<file path="config.mk">
export PLATFORM = sky130hd
export DESIGN_NAME = avetf_fifo
export DESIGN_NICKNAME = d
export VERILOG_FILES = /design/src/rtl/avetf_pkg.sv /design/src/rtl/avetf_fifo.sv
export SDC_FILE = /design/constraint.sdc
export NUM_CORES = 1
export LEC_CHECK = 0
export ABC_AREA = 1
export ABC_CLOCK_PERIOD_IN_PS = 5200
export BUFFER_PORTS_ARGS = -buffer_cell sky130_fd_sc_hd__buf_2
export CAP_MARGIN = 5
export CORE_MARGIN = 2
export CORE_UTILIZATION = 52
export CTS_CLUSTER_DIAMETER = 150
export DETAILED_ROUTE_END_ITERATION = 10
export GPL_ROUTABILITY_DRIVEN = 0
export GPL_TIMING_DRIVEN = 0
export PLACE_DENSITY_LB_ADDON = 0.12
export SLEW_MARGIN = 10
export SYNTH_ARGS = -nofsm -noshare
export SYNTH_HDL_FRONTEND = slang
export SYNTH_SLANG_ARGS = --single-unit
</file>
<file path="constraint.sdc">
create_clock -name clk_i -period 5.2 [get_ports clk_i]
set_input_delay 0.52 -clock clk_i [delete_from_list [all_inputs] [get_ports clk_i]]
set_output_delay 0.52 -clock clk_i [all_outputs]
set_load 0.005 [all_outputs]
</file>
<file path="src/rtl/avetf_pkg.sv">
// Types, constants and helper functions of the escape-time fractal block.
// Used by every RTL file of the block; depends on nothing.
`timescale 1ns / 1ps

package avetf_pkg;

  localparam int unsigned PixW    = 10;
  localparam int unsigned StepW   = 31;
  localparam int unsigned CoordW  = 32;
  localparam int unsigned IterW   = 16;
  localparam int unsigned IdxW    = 20;
  localparam int unsigned ColorW  = 24;
  localparam int unsigned CfgAddrW = 3;
  localparam int unsigned CfgDataW = 32;

  localparam int unsigned DivDividendW = IterW + ColorW;
  localparam int unsigned DivBitsPerCycle = 2;
  localparam int unsigned DivSteps = DivDividendW / DivBitsPerCycle;

  localparam int unsigned QDepth = 2;

  localparam logic [31:0] MagicThird = 32'haaaa_aaab;
  localparam logic [63:0] EscapeLimit = 64'd4 << 48;

  localparam logic signed [63:0] SatHi = 64'sd2147483647;
  localparam logic signed [63:0] SatLo = -64'sd2147483648;

  localparam logic [StepW-1:0]  RstPixelStep  = 31'd167772;
  localparam logic [CoordW-1:0] RstRealOffset = 32'hfe00_0000;
  localparam logic [CoordW-1:0] RstImagOffset = 32'hfe00_0000;
  localparam logic [IterW-1:0]  RstMaxIter    = 16'd100;
  localparam logic [ColorW-1:0] RstInsideColor = 24'hff0000;
  localparam logic [ColorW-1:0] RstScaleColor  = 24'h00ff00;

  typedef enum logic [CfgAddrW-1:0] {
    CfgPixelStep   = 3'd0,
    CfgRealOffset  = 3'd1,
    CfgImagOffset  = 3'd2,
    CfgMaxIter     = 3'd3,
    CfgInsideColor = 3'd4,
    CfgScaleColor  = 3'd5
  } cfg_reg_e;

  typedef struct packed {
    logic [StepW-1:0]         pixel_step;
    logic signed [CoordW-1:0] real_offset;
    logic signed [CoordW-1:0] imag_offset;
    logic [IterW-1:0]         max_iter;
    logic [ColorW-1:0]        inside_color;
    logic [ColorW-1:0]        scale_color;
  } cfg_t;

  typedef struct packed {
    logic [PixW-1:0] pixel_x;
    logic [PixW-1:0] pixel_y;
  } pix_in_t;

  typedef struct packed {
    logic [IterW-1:0]  iterations;
    logic              inside_res;
    logic [IdxW-1:0]   pixel_index;
    logic [ColorW-1:0] pixel_color;
  } pix_out_t;

  typedef struct packed {
    logic signed [CoordW-1:0] crd;
    logic signed [CoordW-1:0] ci;
    logic [IdxW-1:0]          idx;
  } job_t;

  typedef struct packed {
    logic                    start;
    logic [DivDividendW-1:0] dividend;
    logic [IterW-1:0]        divisor;
  } div_req_t;

  function automatic logic signed [CoordW-1:0] sat32(input logic signed [63:0] v);
    logic signed [CoordW-1:0] r;
    if (v > SatHi) begin
      r = SatHi[CoordW-1:0];
    end else if (v < SatLo) begin
      r = SatLo[CoordW-1:0];
    end else begin
      r = v[CoordW-1:0];
    end
    return r;
  endfunction

endpackage

</file>
<file path="src/rtl/avetf_fifo.sv">
// Short job queue between the front end and the iteration engine.
// Depth comes from avetf_pkg.
`timescale 1ns / 1ps

module avetf_fifo import avetf_pkg::*; (
  input  logic clk_i,
  input  logic rst_ni,
  input  logic push_valid_i,
  output logic push_ready_o,
  input  job_t push_data_i,
  output logic pop_valid_o,
  input  logic pop_i,
  output job_t pop_data_o
);

  localparam int unsigned PtrW = (QDepth > 1) ? $clog2(QDepth) : 1;
  localparam int unsigned CntW = $clog2(QDepth + 1);

  job_t entries_q [QDepth];
  logic [PtrW-1:0] wr_ptr_q, rd_ptr_q;
  logic [CntW-1:0] count_q;
  logic do_push, do_pop;

  assign push_ready_o = (count_q != CntW'(QDepth));
  assign pop_valid_o  = (count_q != '0);
  assign do_push = push_valid_i && push_ready_o;
  assign do_pop  = pop_i && pop_valid_o;
  assign pop_data_o = entries_q[rd_ptr_q];

  always_ff @(posedge clk_i or negedge rst_ni) begin
    if (!rst_ni) begin
      wr_ptr_q <= '0;
      rd_ptr_q <= '0;
      count_q  <= '0;
    end else begin
      if (do_push) begin
        wr_ptr_q <= (wr_ptr_q == PtrW'(QDepth - 1)) ? '0 : wr_ptr_q + 1'b1;
      end
      if (do_pop) begin
        rd_ptr_q <= (rd_ptr_q == PtrW'(QDepth - 1)) ? '0 : rd_ptr_q + 1'b1;
      end
      if (do_push && !do_pop) begin
        count_q <= count_q + 1'b1;
      end else if (do_pop && !do_push) begin
        count_q <= count_q - 1'b1;
      end
    end
  end

  always_ff @(posedge clk_i) begin
    if (do_push) begin
      entries_q[wr_ptr_q] <= push_data_i;
    end
  end

endmodule

</file>
# == Word level (Yosys, flattened, before mapping) ==
# Memory sizes are Yosys's and may differ from the RTL's.
# Cells that the tools add are included.
# word_totals
out_inout_bits,86
word_cells,23
regBits,4
mem_count,1
mem_bits_rw,168
inputBits,88
# classes
n_reduce_logical,8
muxes,6
add_sub_neg,4
n_eq_ne,1
# memory_table
memory,words,width,read_ports,rd_ports_with_merged_regs,wr,line,rtl
entries_q,2,84,1,0,1,avetf_fifo.sv:19,job_t entries_q [QDepth];
# op_table
op,count
$logic_and 1x1->1,4
$mux 1,4
$mux 2,2
$reduce_bool 2->1,2
$add 1x1->1 const B,2
$add 2x1->2 const B,1
$logic_not 1->1,2
$ne 2x2->1 const B,1
$sub 2x1->2 const B,1

# == Depth between registers and ports, before layout ==
# logic_depth
word_depth,6
depth_mapped,10
mapped_depth_nobuf,10

# == Least setup slack after synthesis ==
# OpenSTA, ideal clock, no wires.
# synth_timing
kind,input-to-reg
from,input push_valid_i
to,memory entries_q[0][0] in the netlist's numbering (enable)
path_stages,2
required_time_ps,4673
n_path_buf,0
setup_slack_ps,543
arrival_time_ps,4130
setup_time_ps,527
cell_sequence,nand2_1 > nor2_1
# synth_via
elab_chain_cells,3
# synth_rtl
item,line,rtl
"start, declared",avetf_fifo.sv:8,"input logic push_valid_i,"
$logic_and 1x1->1,avetf_fifo.sv:26,assign do_push = push_valid_i && push_ready_o;
$mux 1,avetf_fifo.sv:51,if (do_push) begin
$mux 1 (implied by the code),avetf_fifo.sv:52,entries_q[wr_ptr_q] <= push_data_i;
"end, declared",avetf_fifo.sv:19,
# Every way passes these cells.

==> results.sh <==
export IMPL_grt_first_pass_wirelength_um=19000
export IMPL_antenna_cells=0
export IMPL_clock_sink_count=172
export IMPL_cts_htree_levels=4
export IMPL_drt_first_iter_violations=268
export IMPL_crit_buf_inv=5
export IMPL_finalCoreUtilization_pct=67.8
export IMPL_final_net_count=756
export IMPL_via_count=3980
export IMPL_design_die_area_um2=13100
export IMPL_grt_antenna_before_repair=0
export IMPL_critical_path_top_delay_family="buffers and inverters"
export IMPL_post_route_cells_drive_above_1_share_pct=33.7
export IMPL_worstPathCellList="buf_4, inv_2, buf_6, buf_6, nand2_1, nand2_1, buf_2"
export IMPL_yosys_warnings=0
export IMPL_ys_seq_area_share_pct=81.0
export IMPL_post_dp_hpwl_um=8130
export IMPL_setup_viol=0
export IMPL_final_cell_count_no_fill=827
export IMPL_top_level_ports=174
export IMPL_grt_pass1_vias=3983
export IMPL_power_switching_w=0.00142
export IMPL_cellLeakagePower_nw=3.55
export IMPL_post_synthesis_cell_count=468
export IMPL_critPathKind="flop to primary output"
export IMPL_internal_cell_power_w=0.00316
export IMPL_critPathArrivalTime_ps=1580
export IMPL_synth_seq_cells=172
export IMPL_finalWorstPathRequiredPeriod_ps=2100
export IMPL_synthToLayoutAreaGrowth_pct=27.7
export IMPL_final_fill_count=868
export IMPL_grt_start_max_net_pins=30
export IMPL_number_of_distinct_library_cells_after_synthesis=14
export IMPL_root_buffer_master="sky130_fd_sc_hd__clkbuf_16"
export IMPL_placed_area_um2=7540
export IMPL_grt_use_total_pct=19.5
export IMPL_register_area_um2=5140
export IMPL_die_outline_width_um=115
export IMPL_fin_setup_tns_ps=0
export IMPL_fin_worst_skew_ps=4.17
export IMPL_timing_critical_path_fanout_max=10
export IMPL_synth_cell_area_um2=6350
export IMPL_net_count_of_the_mapped_netlist=557
export IMPL_place_port_buffers=173
export IMPL_start_kind="flop"
export IMPL_power_frac_comb_pct=31.1
export IMPL_clock_slew_seen_by_the_registers_of_the_worst_setup_and_hold_paths_ps=60
export IMPL_postCtsSetupRepairBufs=0
export IMPL_drtPass1Iterations=5
export IMPL_cts_repair_resized=0
export IMPL_mostFrequentLayoutCell="sky130_fd_sc_hd__nand2_1"
export IMPL_cts_buffers=17
export IMPL_top_library_cells_by_usage_in_the_layout_fill_and_taps_aside="262 x sky130_fd_sc_hd__nand2_1, 183 x sky130_fd_sc_hd__buf_2, 168 x sky130_fd_sc_hd__edfxtp_1, 17 x sky130_fd_sc_hd__clkbuf_16, 7 x sky130_fd_sc_hd__buf_6"
export IMPL_fin_area_um2=8110
export IMPL_share_seq_of_total_power_pct=42.9
export IMPL_run_status="finished, final reports clean"
export IMPL_p_per_area_nw_per_um2=564
export IMPL_wl_per_cell_um=14.8
export IMPL_final_min_period_over_clock_period_pct=40.4
export IMPL_multi_input_area_um2=1050
export IMPL_critPathRequiredTime_ps=4680
export IMPL_core_area_um2=12000
export IMPL_tritoncts="yes"
export IMPL_hold_path_class="input port to flop"
export IMPL_syn_avg_cell_area_um2=13.6
export IMPL_total_overflow_reported_by_the_global_router=0
export IMPL_drc=0
export IMPL_placement_rows=40
export IMPL_max_slew_worst_pin_slew_ps=397
export IMPL_netSwitchingFraction_pct=31.0
export IMPL_post_cts_hold_buffer_count=1
export IMPL_final_max_slew_violation_count=0
export IMPL_longest_individual_stage_delay_on_the_worst_path_ps=360
export IMPL_cts_path_max_buffers=2
export IMPL_worst_slew_margin_rel_pct=73.4
export IMPL_route_antenna_remaining_nets=0
export IMPL_number_of_violations_of_the_max_capacitance_limit=0
export IMPL_rsz_0062_raised_after_global_routing="false"
export IMPL_drt_total_wl_um=12300
export IMPL_dieHeight_um=115
export IMPL_start_util_pct=53.1
export IMPL_power_share_clock_pct=26.0
export IMPL_crit_path_top_delay_cell="sky130_fd_sc_hd__dfrtp_1"
export IMPL_clock_latency_ps=420
export IMPL_fmax_ghz=0.476
export IMPL_viasPerCell=4.81
export IMPL_dp_cells=794
export IMPL_end_kind="primary output"
export IMPL_hold_viol=0
export IMPL_vdd_drop_max_uv=288
## metal layers
metal  track usage, %  part of all wire [%]  up-vias
met4             8.29                   2.1        0
met2             32.6                    50      126
met3             6.46                   7.0       21
li1                 -                     -     1973
met5                0                     0        -
met1             23.1                    41     1860
## Yosys cell counts (all sizes together)
| library cell | count | area (µm²) |
|---|---|---|
| buf | 19 | 144 |
| dfrtp | 4 | 100 |
| edfxtp | 168 | 5040 |
| ha | 1 | 12.5 |
| inv | 7 | 26.3 |
| nand2 | 262 | 983 |
| nand3 | 2 | 10.0 |
| nand4 | 1 | 6.26 |
| nor2 | 2 | 7.51 |
| xnor2 | 1 | 8.76 |
| xor2 | 1 | 8.76 |
## area by class of cell
class,instances,share of cell area [%]
Sequential cell,172,63.4
Tap cell,147,2.27
Buffer,19,1.77
Inverter,7,0.324
Timing Repair Buffer,180,12.4
Clock buffer,19,5.34
Multi-Input combinational cell,270,13.0
Clock inverter,13,1.56
## power groups by stage
stage                     registers, W  logic (W)  clock network, W
after floorplan                0.00202   0.000760                 0
after global placement         0.00206    0.00133                 0
after detailed placement       0.00199    0.00144                 0
after CTS                      0.00197    0.00145           0.00121
after global routing           0.00199    0.00160           0.00126
final                          0.00196    0.00142           0.00119
## state kept, by name (all words and copies together), names as in the netlist
register	count
rd_ptr_q	1
entries_q	168
wr_ptr_q	1
count_q	2
## kinds of logic after synthesis
kind of cell | after synthesis | synth area share [%]
DFF | 172 | 81.0
buffers and inverters | 26 | 2.68
and+or+nand+nor | 267 | 15.9
xor gates and xnor gates | 2 | 0.276
adders and majority gates | 1 | 0.197
## path summary, 6_finish.rpt
path                                    end  cells past startpoint            start  slack (ps)
hold / removal             entries_q[0][44]                      1  push_data_i[44]         280
setup / recovery             pop_data_o[43]                      7         rd_ptr_q        3100
min in group asynchronous          wr_ptr_q                      2           rst_ni         460
max in group asynchronous        count_q[1]                      2           rst_ni        4620
setup reg to reg           entries_q[0][26]                      6       count_q[0]        3330
hold reg to reg                  count_q[0]                      1       count_q[0]         520
## through the flow
| stage | total power, W | worst slack [ps] | hold WS, ps |
|---|---|---|---|
| global route | 0.00485 | 3020 | 268 |
| CTS | 0.00463 | 3080 | 266 |
| floorplan | 0.00278 | 543 | 224 |
| global placement | 0.00339 | -1580 | 327 |
| finish | 0.00458 | 3100 | 284 |
| detailed placement | 0.00343 | 3260 | 330 |
## worst register-to-register path: cells and delay by family, from the launching register on
kind	cells	cell delay, ps
flops	1	390
simple gates	3	610
buf+inv	3	560
(Power assumes the default switching activity.)
