**src/rtl/avetf_pkg.sv**
```systemverilog
// Types, constants and helper functions of the escape-time fractal block.
// Used by every RTL file of the block; depends on nothing.
`timescale 1ns / 1ps

package avetf_pkg;

  localparam int unsigned PixW    = 10;
  localparam int unsigned StepW   = 31;
  localparam int unsigned CoordW  = 32;
  localparam int unsigned IterW   = 16;
  localparam int unsigned IdxW    = 20;
  localparam int unsigned ColorW  = 24;
  localparam int unsigned CfgAddrW = 3;
  localparam int unsigned CfgDataW = 32;

  localparam int unsigned DivDividendW = IterW + ColorW;
  localparam int unsigned DivBitsPerCycle = 2;
  localparam int unsigned DivSteps = DivDividendW / DivBitsPerCycle;

  localparam int unsigned QDepth = 2;

  localparam logic [31:0] MagicThird = 32'haaaa_aaab;
  localparam logic [63:0] EscapeLimit = 64'd4 << 48;

  localparam logic signed [63:0] SatHi = 64'sd2147483647;
  localparam logic signed [63:0] SatLo = -64'sd2147483648;

  localparam logic [StepW-1:0]  RstPixelStep  = 31'd167772;
  localparam logic [CoordW-1:0] RstRealOffset = 32'hfe00_0000;
  localparam logic [CoordW-1:0] RstImagOffset = 32'hfe00_0000;
  localparam logic [IterW-1:0]  RstMaxIter    = 16'd100;
  localparam logic [ColorW-1:0] RstInsideColor = 24'hff0000;
  localparam logic [ColorW-1:0] RstScaleColor  = 24'h00ff00;

  typedef enum logic [CfgAddrW-1:0] {
    CfgPixelStep   = 3'd0,
    CfgRealOffset  = 3'd1,
    CfgImagOffset  = 3'd2,
    CfgMaxIter     = 3'd3,
    CfgInsideColor = 3'd4,
    CfgScaleColor  = 3'd5
  } cfg_reg_e;

  typedef struct packed {
    logic [StepW-1:0]         pixel_step;
    logic signed [CoordW-1:0] real_offset;
    logic signed [CoordW-1:0] imag_offset;
    logic [IterW-1:0]         max_iter;
    logic [ColorW-1:0]        inside_color;
    logic [ColorW-1:0]        scale_color;
  } cfg_t;

  typedef struct packed {
    logic [PixW-1:0] pixel_x;
    logic [PixW-1:0] pixel_y;
  } pix_in_t;

  typedef struct packed {
    logic [IterW-1:0]  iterations;
    logic              inside_res;
    logic [IdxW-1:0]   pixel_index;
    logic [ColorW-1:0] pixel_color;
  } pix_out_t;

  typedef struct packed {
    logic signed [CoordW-1:0] crd;
    logic signed [CoordW-1:0] ci;
    logic [IdxW-1:0]          idx;
  } job_t;

  typedef struct packed {
    logic                    start;
    logic [DivDividendW-1:0] dividend;
    logic [IterW-1:0]        divisor;
  } div_req_t;

  function automatic logic signed [CoordW-1:0] sat32(input logic signed [63:0] v);
    logic signed [CoordW-1:0] r;
    if (v > SatHi) begin
      r = SatHi[CoordW-1:0];
    end else if (v < SatLo) begin
      r = SatLo[CoordW-1:0];
    end else begin
      r = v[CoordW-1:0];
    end
    return r;
  endfunction

endpackage

```
**src/rtl/avetf_front.sv**
```systemverilog
// Front end: accepts pixel beats and forms c and the scaled real part c*2/3.
// Three register stages; depends on avetf_pkg.
`timescale 1ns / 1ps

module avetf_front import avetf_pkg::*; #(
  parameter int unsigned IMG_WIDTH = 1024
) (
  input  logic    clk_i,
  input  logic    rst_ni,
  input  cfg_t    cfg_i,
  input  logic    in_valid_i,
  output logic    in_ready_o,
  input  pix_in_t in_data_i,
  output logic    job_valid_o,
  input  logic    job_ready_i,
  output job_t    job_o
);

  logic adv;
  logic v1_q, v2_q, v3_q;

  logic [PixW+StepW-1:0] prx_q, pry_q, prx_d, pry_d;
  logic [IdxW-1:0] idx1_q, idx2_q, idx3_q, idx1_d;

  logic signed [63:0] sum_r, sum_i;
  logic signed [CoordW-1:0] cr, ci;
  logic [CoordW-1:0] abs_d, abs2_q, abs3_q;
  logic neg2_q, neg3_q;
  logic signed [CoordW-1:0] ci2_q, ci3_q;

  logic [63:0] prod;
  logic [CoordW-2:0] k_q;

  logic [CoordW:0] three_k, rem;
  logic [CoordW-1:0] mag;

  assign adv = !v3_q || job_ready_i;
  assign in_ready_o = adv;

  assign prx_d = {{StepW{1'b0}}, in_data_i.pixel_x} * {{PixW{1'b0}}, cfg_i.pixel_step};
  assign pry_d = {{StepW{1'b0}}, in_data_i.pixel_y} * {{PixW{1'b0}}, cfg_i.pixel_step};
  assign idx1_d = {{(IdxW-PixW){1'b0}}, in_data_i.pixel_x}
                + {{(IdxW-PixW){1'b0}}, in_data_i.pixel_y} * IdxW'(IMG_WIDTH);

  assign sum_r = {{(64-PixW-StepW){1'b0}}, prx_q}
               + {{(64-CoordW){cfg_i.real_offset[CoordW-1]}}, cfg_i.real_offset};
  assign sum_i = {{(64-PixW-StepW){1'b0}}, pry_q}
               + {{(64-CoordW){cfg_i.imag_offset[CoordW-1]}}, cfg_i.imag_offset};
  assign cr = sat32(sum_r);
  assign ci = sat32(sum_i);
  assign abs_d = cr[CoordW-1] ? (~cr + 32'd1) : cr;

  assign prod = {32'b0, abs2_q} * {32'b0, MagicThird};

  assign three_k = {1'b0, k_q, 1'b0} + {2'b00, k_q};
  assign rem = {1'b0, abs3_q} - three_k;
  assign mag = {k_q, 1'b0} + {{(CoordW-1){1'b0}}, (rem[1:0] == 2'd2)};

  assign job_valid_o = v3_q;
  assign job_o.crd = neg3_q ? (~mag + 32'd1) : mag;
  assign job_o.ci = ci3_q;
  assign job_o.idx = idx3_q;

  always_ff @(posedge clk_i or negedge rst_ni) begin
    if (!rst_ni) begin
      v1_q <= 1'b0;
      v2_q <= 1'b0;
      v3_q <= 1'b0;
    end else if (adv) begin
      v1_q <= in_valid_i;
      v2_q <= v1_q;
      v3_q <= v2_q;
    end
  end

  always_ff @(posedge clk_i) begin
    if (adv) begin
      prx_q  <= prx_d;
      pry_q  <= pry_d;
      idx1_q <= idx1_d;
      abs2_q <= abs_d;
      neg2_q <= cr[CoordW-1];
      ci2_q  <= ci;
      idx2_q <= idx1_q;
      k_q    <= prod[63:33];
      abs3_q <= abs2_q;
      neg3_q <= neg2_q;
      ci3_q  <= ci2_q;
      idx3_q <= idx2_q;
    end
  end

endmodule

```
**config.mk**
```make
export PLATFORM = sky130hd
export DESIGN_NAME = avetf_front
export DESIGN_NICKNAME = d
export VERILOG_FILES = /design/src/rtl/avetf_pkg.sv /design/src/rtl/avetf_front.sv
export SDC_FILE = /design/constraint.sdc
export NUM_CORES = 2
export LEC_CHECK = 0
export ABC_AREA = 1
export BUFFER_PORTS_ARGS = -buffer_cell sky130_fd_sc_hd__buf_2
export CAP_MARGIN = 40
export CORE_ASPECT_RATIO = 2
export CORE_UTILIZATION = 45
export CTS_CLUSTER_SIZE = 30
export DETAILED_ROUTE_END_ITERATION = 10
export PLACE_DENSITY = 0.72
export SKIP_CTS_REPAIR_TIMING = 1
export SYNTH_ARGS = -nofsm -noshare
export SYNTH_HDL_FRONTEND = slang
export SYNTH_SLANG_ARGS = --single-unit
```
**constraint.sdc**
```tcl
create_clock -name clk_i -period 11.7 [get_ports clk_i]
set_clock_uncertainty 0.15 [all_clocks]
set_input_delay 1.755 -clock clk_i [delete_from_list [all_inputs] [get_ports clk_i]]
set_output_delay 1.755 -clock clk_i [all_outputs]
set_load 0.005 [all_outputs]
```
# After elaboration in Yosys (flattened, before gate mapping)
# Cells that the tools add are included.
[classes]
addsub = 8
n_mul = 3
magnitude_cmp = 4
eq_ne = 1
n_mux = 5
bitwise = 2
n_reduce_logical = 2
[ops]
columns = ["op", "count"]
rows = [
  ["$mux 32", 4],
  ["$add 42x32->43", 2],
  ["$gt 43x32->1 const B", 2],
  ["$lt 43x32->1 const B", 2],
  ["$mul 10x31->41", 2],
  ["$add 32x1->32 const B", 2],
  ["$mul 32x32->64 const B", 1],
  ["$not 32->32", 2],
  ["$add 32x1->32", 1],
  ["$mux 31", 1],
  ["$add 10x20->20", 1],
  ["$add 2x2->2", 1],
  ["$eq 2x2->1 const B", 1],
  ["$sub 2x2->2", 1],
  ["$logic_not 1->1", 1],
  ["$logic_or 1x1->1", 1],
]
[word_totals]
regBits = 276
out_inout_bits = 86
wordCells = 41

# Logic depth before layout (Yosys ltp)
[logic_depth]
word_depth = 7
depth_mapped = 33
depth_no_buf = 31

# Worst setup path before layout
# No wires, ideal clock.
[synth_timing]
path_type = "input -> output"
start = "input port job_ready_i"
end = "output port in_ready_o"
arrival_time_ps = 7618
t_required_ps = 9795
path_slack_ps = 2177
cell_stages = 2
path_buffers = 0
cell_sequence = "inv_1 -> nand2_1"
[synth_between]
elab_chain_len = 1
[synth_lines]
columns = ["element", "line", "rtl"]
rows = [
  ["start: declaration", "avetf_front.sv:15", "input logic job_ready_i,"],
  ["$logic_or 1x1->1", "avetf_front.sv:37", "assign adv = !v3_q || job_ready_i;"],
  ["end: declaration", "avetf_front.sv:12", "output logic in_ready_o,"],
]
# Every way passes these cells.

# Worst setup path after layout
[layout_timing]
start = "register abs2_q[13]"
end = "register k_q[29], data pin"
[layout_between]
elab_chain_len = 1
[layout_lines]
columns = ["element", "line", "rtl"]
rows = [
  ["start: declaration", "avetf_front.sv:27", "logic [CoordW-1:0] abs_d, abs2_q, abs3_q;"],
  ["start signal: assignment", "avetf_front.sv:81", "abs2_q <= abs_d;"],
  ["$mul 32x32->64", "avetf_front.sv:53", "assign prod = {32'b0, abs2_q} * {32'b0, MagicThird};"],
  ["via prod[62]", "avetf_front.sv:31", "logic [63:0] prod;"],
  ["end signal: assignment", "avetf_front.sv:85", "k_q <= prod[63:33];"],
  ["end: declaration", "avetf_front.sv:32", "logic [CoordW-2:0] k_q;"],
]
# The timed path passes the listed nets, and every way through them passes these cells.
# A chain may end at the register's enable or synchronous reset.

==> impl_results.md <==
- YS warnings: 0
- End of the critical path: k_q[29]
- Number of global-route vias before repair: 45,270
- Final setup fails: 0
- Setup slack, reg-to-reg: 3.59 ns
- R2r startpoint: abs2_q[13]
- Crit path required time: 11.99 ns
- Family with the most delay on the worst path: adder cells
- Ys flop type: edfxtp_1
- Syn nets: 7,888
- Initial antenna violation count: 20
- Cell count along the critical path: 26
- Vias per cell: 5.256
- DR WL met3: 6661 µm
- Critical path launch point type: flop
- Worst min path class: flop to flop
- DR vias: 41,730
- IO Count: 269
- Pre-Repair DR Iteration Count: 6
- Initial Util: 0.4538
- Tcrit/Tclk final: 0.6932
- Fillcell total: 11,070
- Routed WL per cell: 20.37 µm
- Max Slew Vio Count: 0
- Mapped Area: 0.05226 mm²
- Top Layer Used: met5
- Relative slew slack: 0.2616
- Dpl ws: 3.450 ns
- PortBufs: 204
- WP data arrival: 8.40 ns
- Setup TNS: 0 ns
- Area of the die: 0.1176 mm²
- Critical Path End Type: flop
- Max FO, Critical Path: 9
- Crit path time final: 8.111 ns
- Min Hold Slack: 0.2660 ns
- Design area: 0.05577 mm²
- Worst setup path startpoint: abs2_q[13]
- Final WS setup: 3.589 ns
- Core area: 0.1152 mm²
- CTS max path bufs: 3
- Sequential share of the synthesized area: 0.1583
- DRC: 0
- Metal-1 WL: 50,700 µm
- Cell Area, Placed: 0.05475 mm²
- CTS tree: done
- Footprint of the multi-input gates: 0.03754 mm²
- Sequential cell area: 0.008273 mm²
- DRT antenna net count: 0
- Met2 wire len: 88,360 µm
- Routability Congestion: 1.023
- Endpoints failing hold: 0
- Clk slew on worst S/H paths: 0.07 ns
- Worst Path Buf+Inv: 6
- Layout cells sized above 1: 0.05082
- Area growth, synth to finish: 6.711%
- First-pass GRT wire length: 250,200 µm
- Die width: 243.0 µm
- Post-synth EDFFs: 273
- CTS buffer count: 28
- Yosys cell types: 51
- Row Count: 176
- CTS H-tree lvls: 1
- F_max: 0.1233 GHz
- Fin nets: 7,994
- Post-DP HPWL: 136,600 µm
- Clock sink count: 276
- Seq cells post-synth: 276
- Slew @ Worst Pin: 1.108 ns
- Pin count of the biggest net entering global routing: 165
- GRT Total Usage: 0.2809
- Critical Path Max Stage Delay: 0.79 ns
- DR iter-0 viols: 2,552
- Critical path class: flop to flop
- Maxcap violations: 0
- Die Y-Extent: 483.9 µm
- RSZ-0062 raised after global routing: no
- RR Endpoint: k_q[29]
- Cells on worst reg2reg path: 26
- Post-synthesis cell count: 6,287
- Root Driver: clkbuf_16
- Post-synthesis average cell area: 8.312 µm²
- Post-synth ARST share: 0.01087
- Worst-Skew Late Latency: 0.62 ns
- WL final: 161,700 µm
- Status: completed
- Hold Crit Depth: 0
- Slowest CP cell: edfxtp_1
- Gr ovfl total: 0
registers in the layout, indices dropped and copies added (netlist names), 2 cells and up:
signal / flops
abs2_q: 32
abs3_q: 2
ci2_q: 32
ci3_q: 32
idx1_q: 20
idx2_q: 20
idx3_q: 20
k_q: 31
prx_q: 41
pry_q: 41
cell usage after synthesis, types with 30 or more instances:
cell      number  area share
clkbuf_1     126      0.0091
nor2_1       341       0.024
nor3_1        30      0.0029
xnor2_1      105       0.018
nand3_1      126       0.012
a21oi_1      276       0.026
inv_1       1553        0.11
ha_1         597        0.14
o21ai_0      127       0.012
xor2_1       139       0.023
fa_1         821        0.31
a31oi_1       62      0.0074
edfxtp_1     273        0.16
nand2_1     1470        0.11
layout make-up:
class,count,area share
timing repair buffer,221,0.02131
inverter,1562,0.1051
clock inverter,24,0.004981
tap,1513,0.03395
antenna,11,0.0004936
sequential,276,0.1484
clock buffer,28,0.01256
multi-input combinational,4304,0.6732
cells by family after synthesis:
group                      after synthesis  share of synthesized area
AOI/OAI and AO/OA                      575                    0.06191
xor gates and xnor gates               244                    0.04089
adders and majority gates             1418                     0.4574
buffers and inverters                 1707                     0.1235
DFF                                    276                     0.1583
muxes                                    1                  0.0002155
and+or+nand+nor                       2066                     0.1577
per-stage QoR:
stage / instances / util
detailed placement: 7875 / 0.4754
global route: 7935 / 0.4841
floorplan: 6287 / -
global placement: 7872 / 0.4750
finish: 7939 / 0.4842
CTS: 7927 / 0.4839
layout by cell type (no fill, tap or decap), drive strengths merged, types with 9 or more instances in the layout:
master | netlist | layout
inv | 1561 | 1567
nand2 | 1474 | 1474
fa | 821 | 821
ha | 597 | 597
nor2 | 350 | 350
a21oi | 276 | 276
edfxtp | 273 | 273
buf | 19 | 221
o21ai | 140 | 140
xor2 | 139 | 139
nand3 | 131 | 131
xnor2 | 105 | 105
a31oi | 62 | 62
nor3 | 33 | 33
clkbuf | 126 | 28
o21a | 25 | 25
nand4 | 25 | 25
or2 | 20 | 20
nor4 | 16 | 16
a21o | 13 | 13
diode | 0 | 11
clkinv | 1 | 11
o21bai | 10 | 10
o211ai | 9 | 9
per-layer routing:
| layer | vias to the layer above | track usage |
|---|---|---|
| li1 | 19340 | - |
| met1 | 20320 | 0.2587 |
| met2 | 1421 | 0.5459 |
| met3 | 629 | 0.02833 |
| met4 | 14 | 0.2305 |
| met5 | - | 0 |
worst min-delay path by stage:
stage | startpoint | end | slack, ns
2_1_floorplan | ci2_q[0] | ci3_q[0] | 0.25
3_3_place_gp | idx1_q[9] | idx2_q[9] | 0.25
3_5_place_dp | ci2_q[12] | ci3_q[12] | 0.25
4_1_cts | ci2_q[17] | ci3_q[17] | 0.27
5_1_grt | ci2_q[21] | ci3_q[21] | 0.27
6_report | ci2_q[17] | ci3_q[17] | 0.27
Power is not shown: default switching activity piles up to over one toggle a cycle in this logic, so the estimate is an artifact.
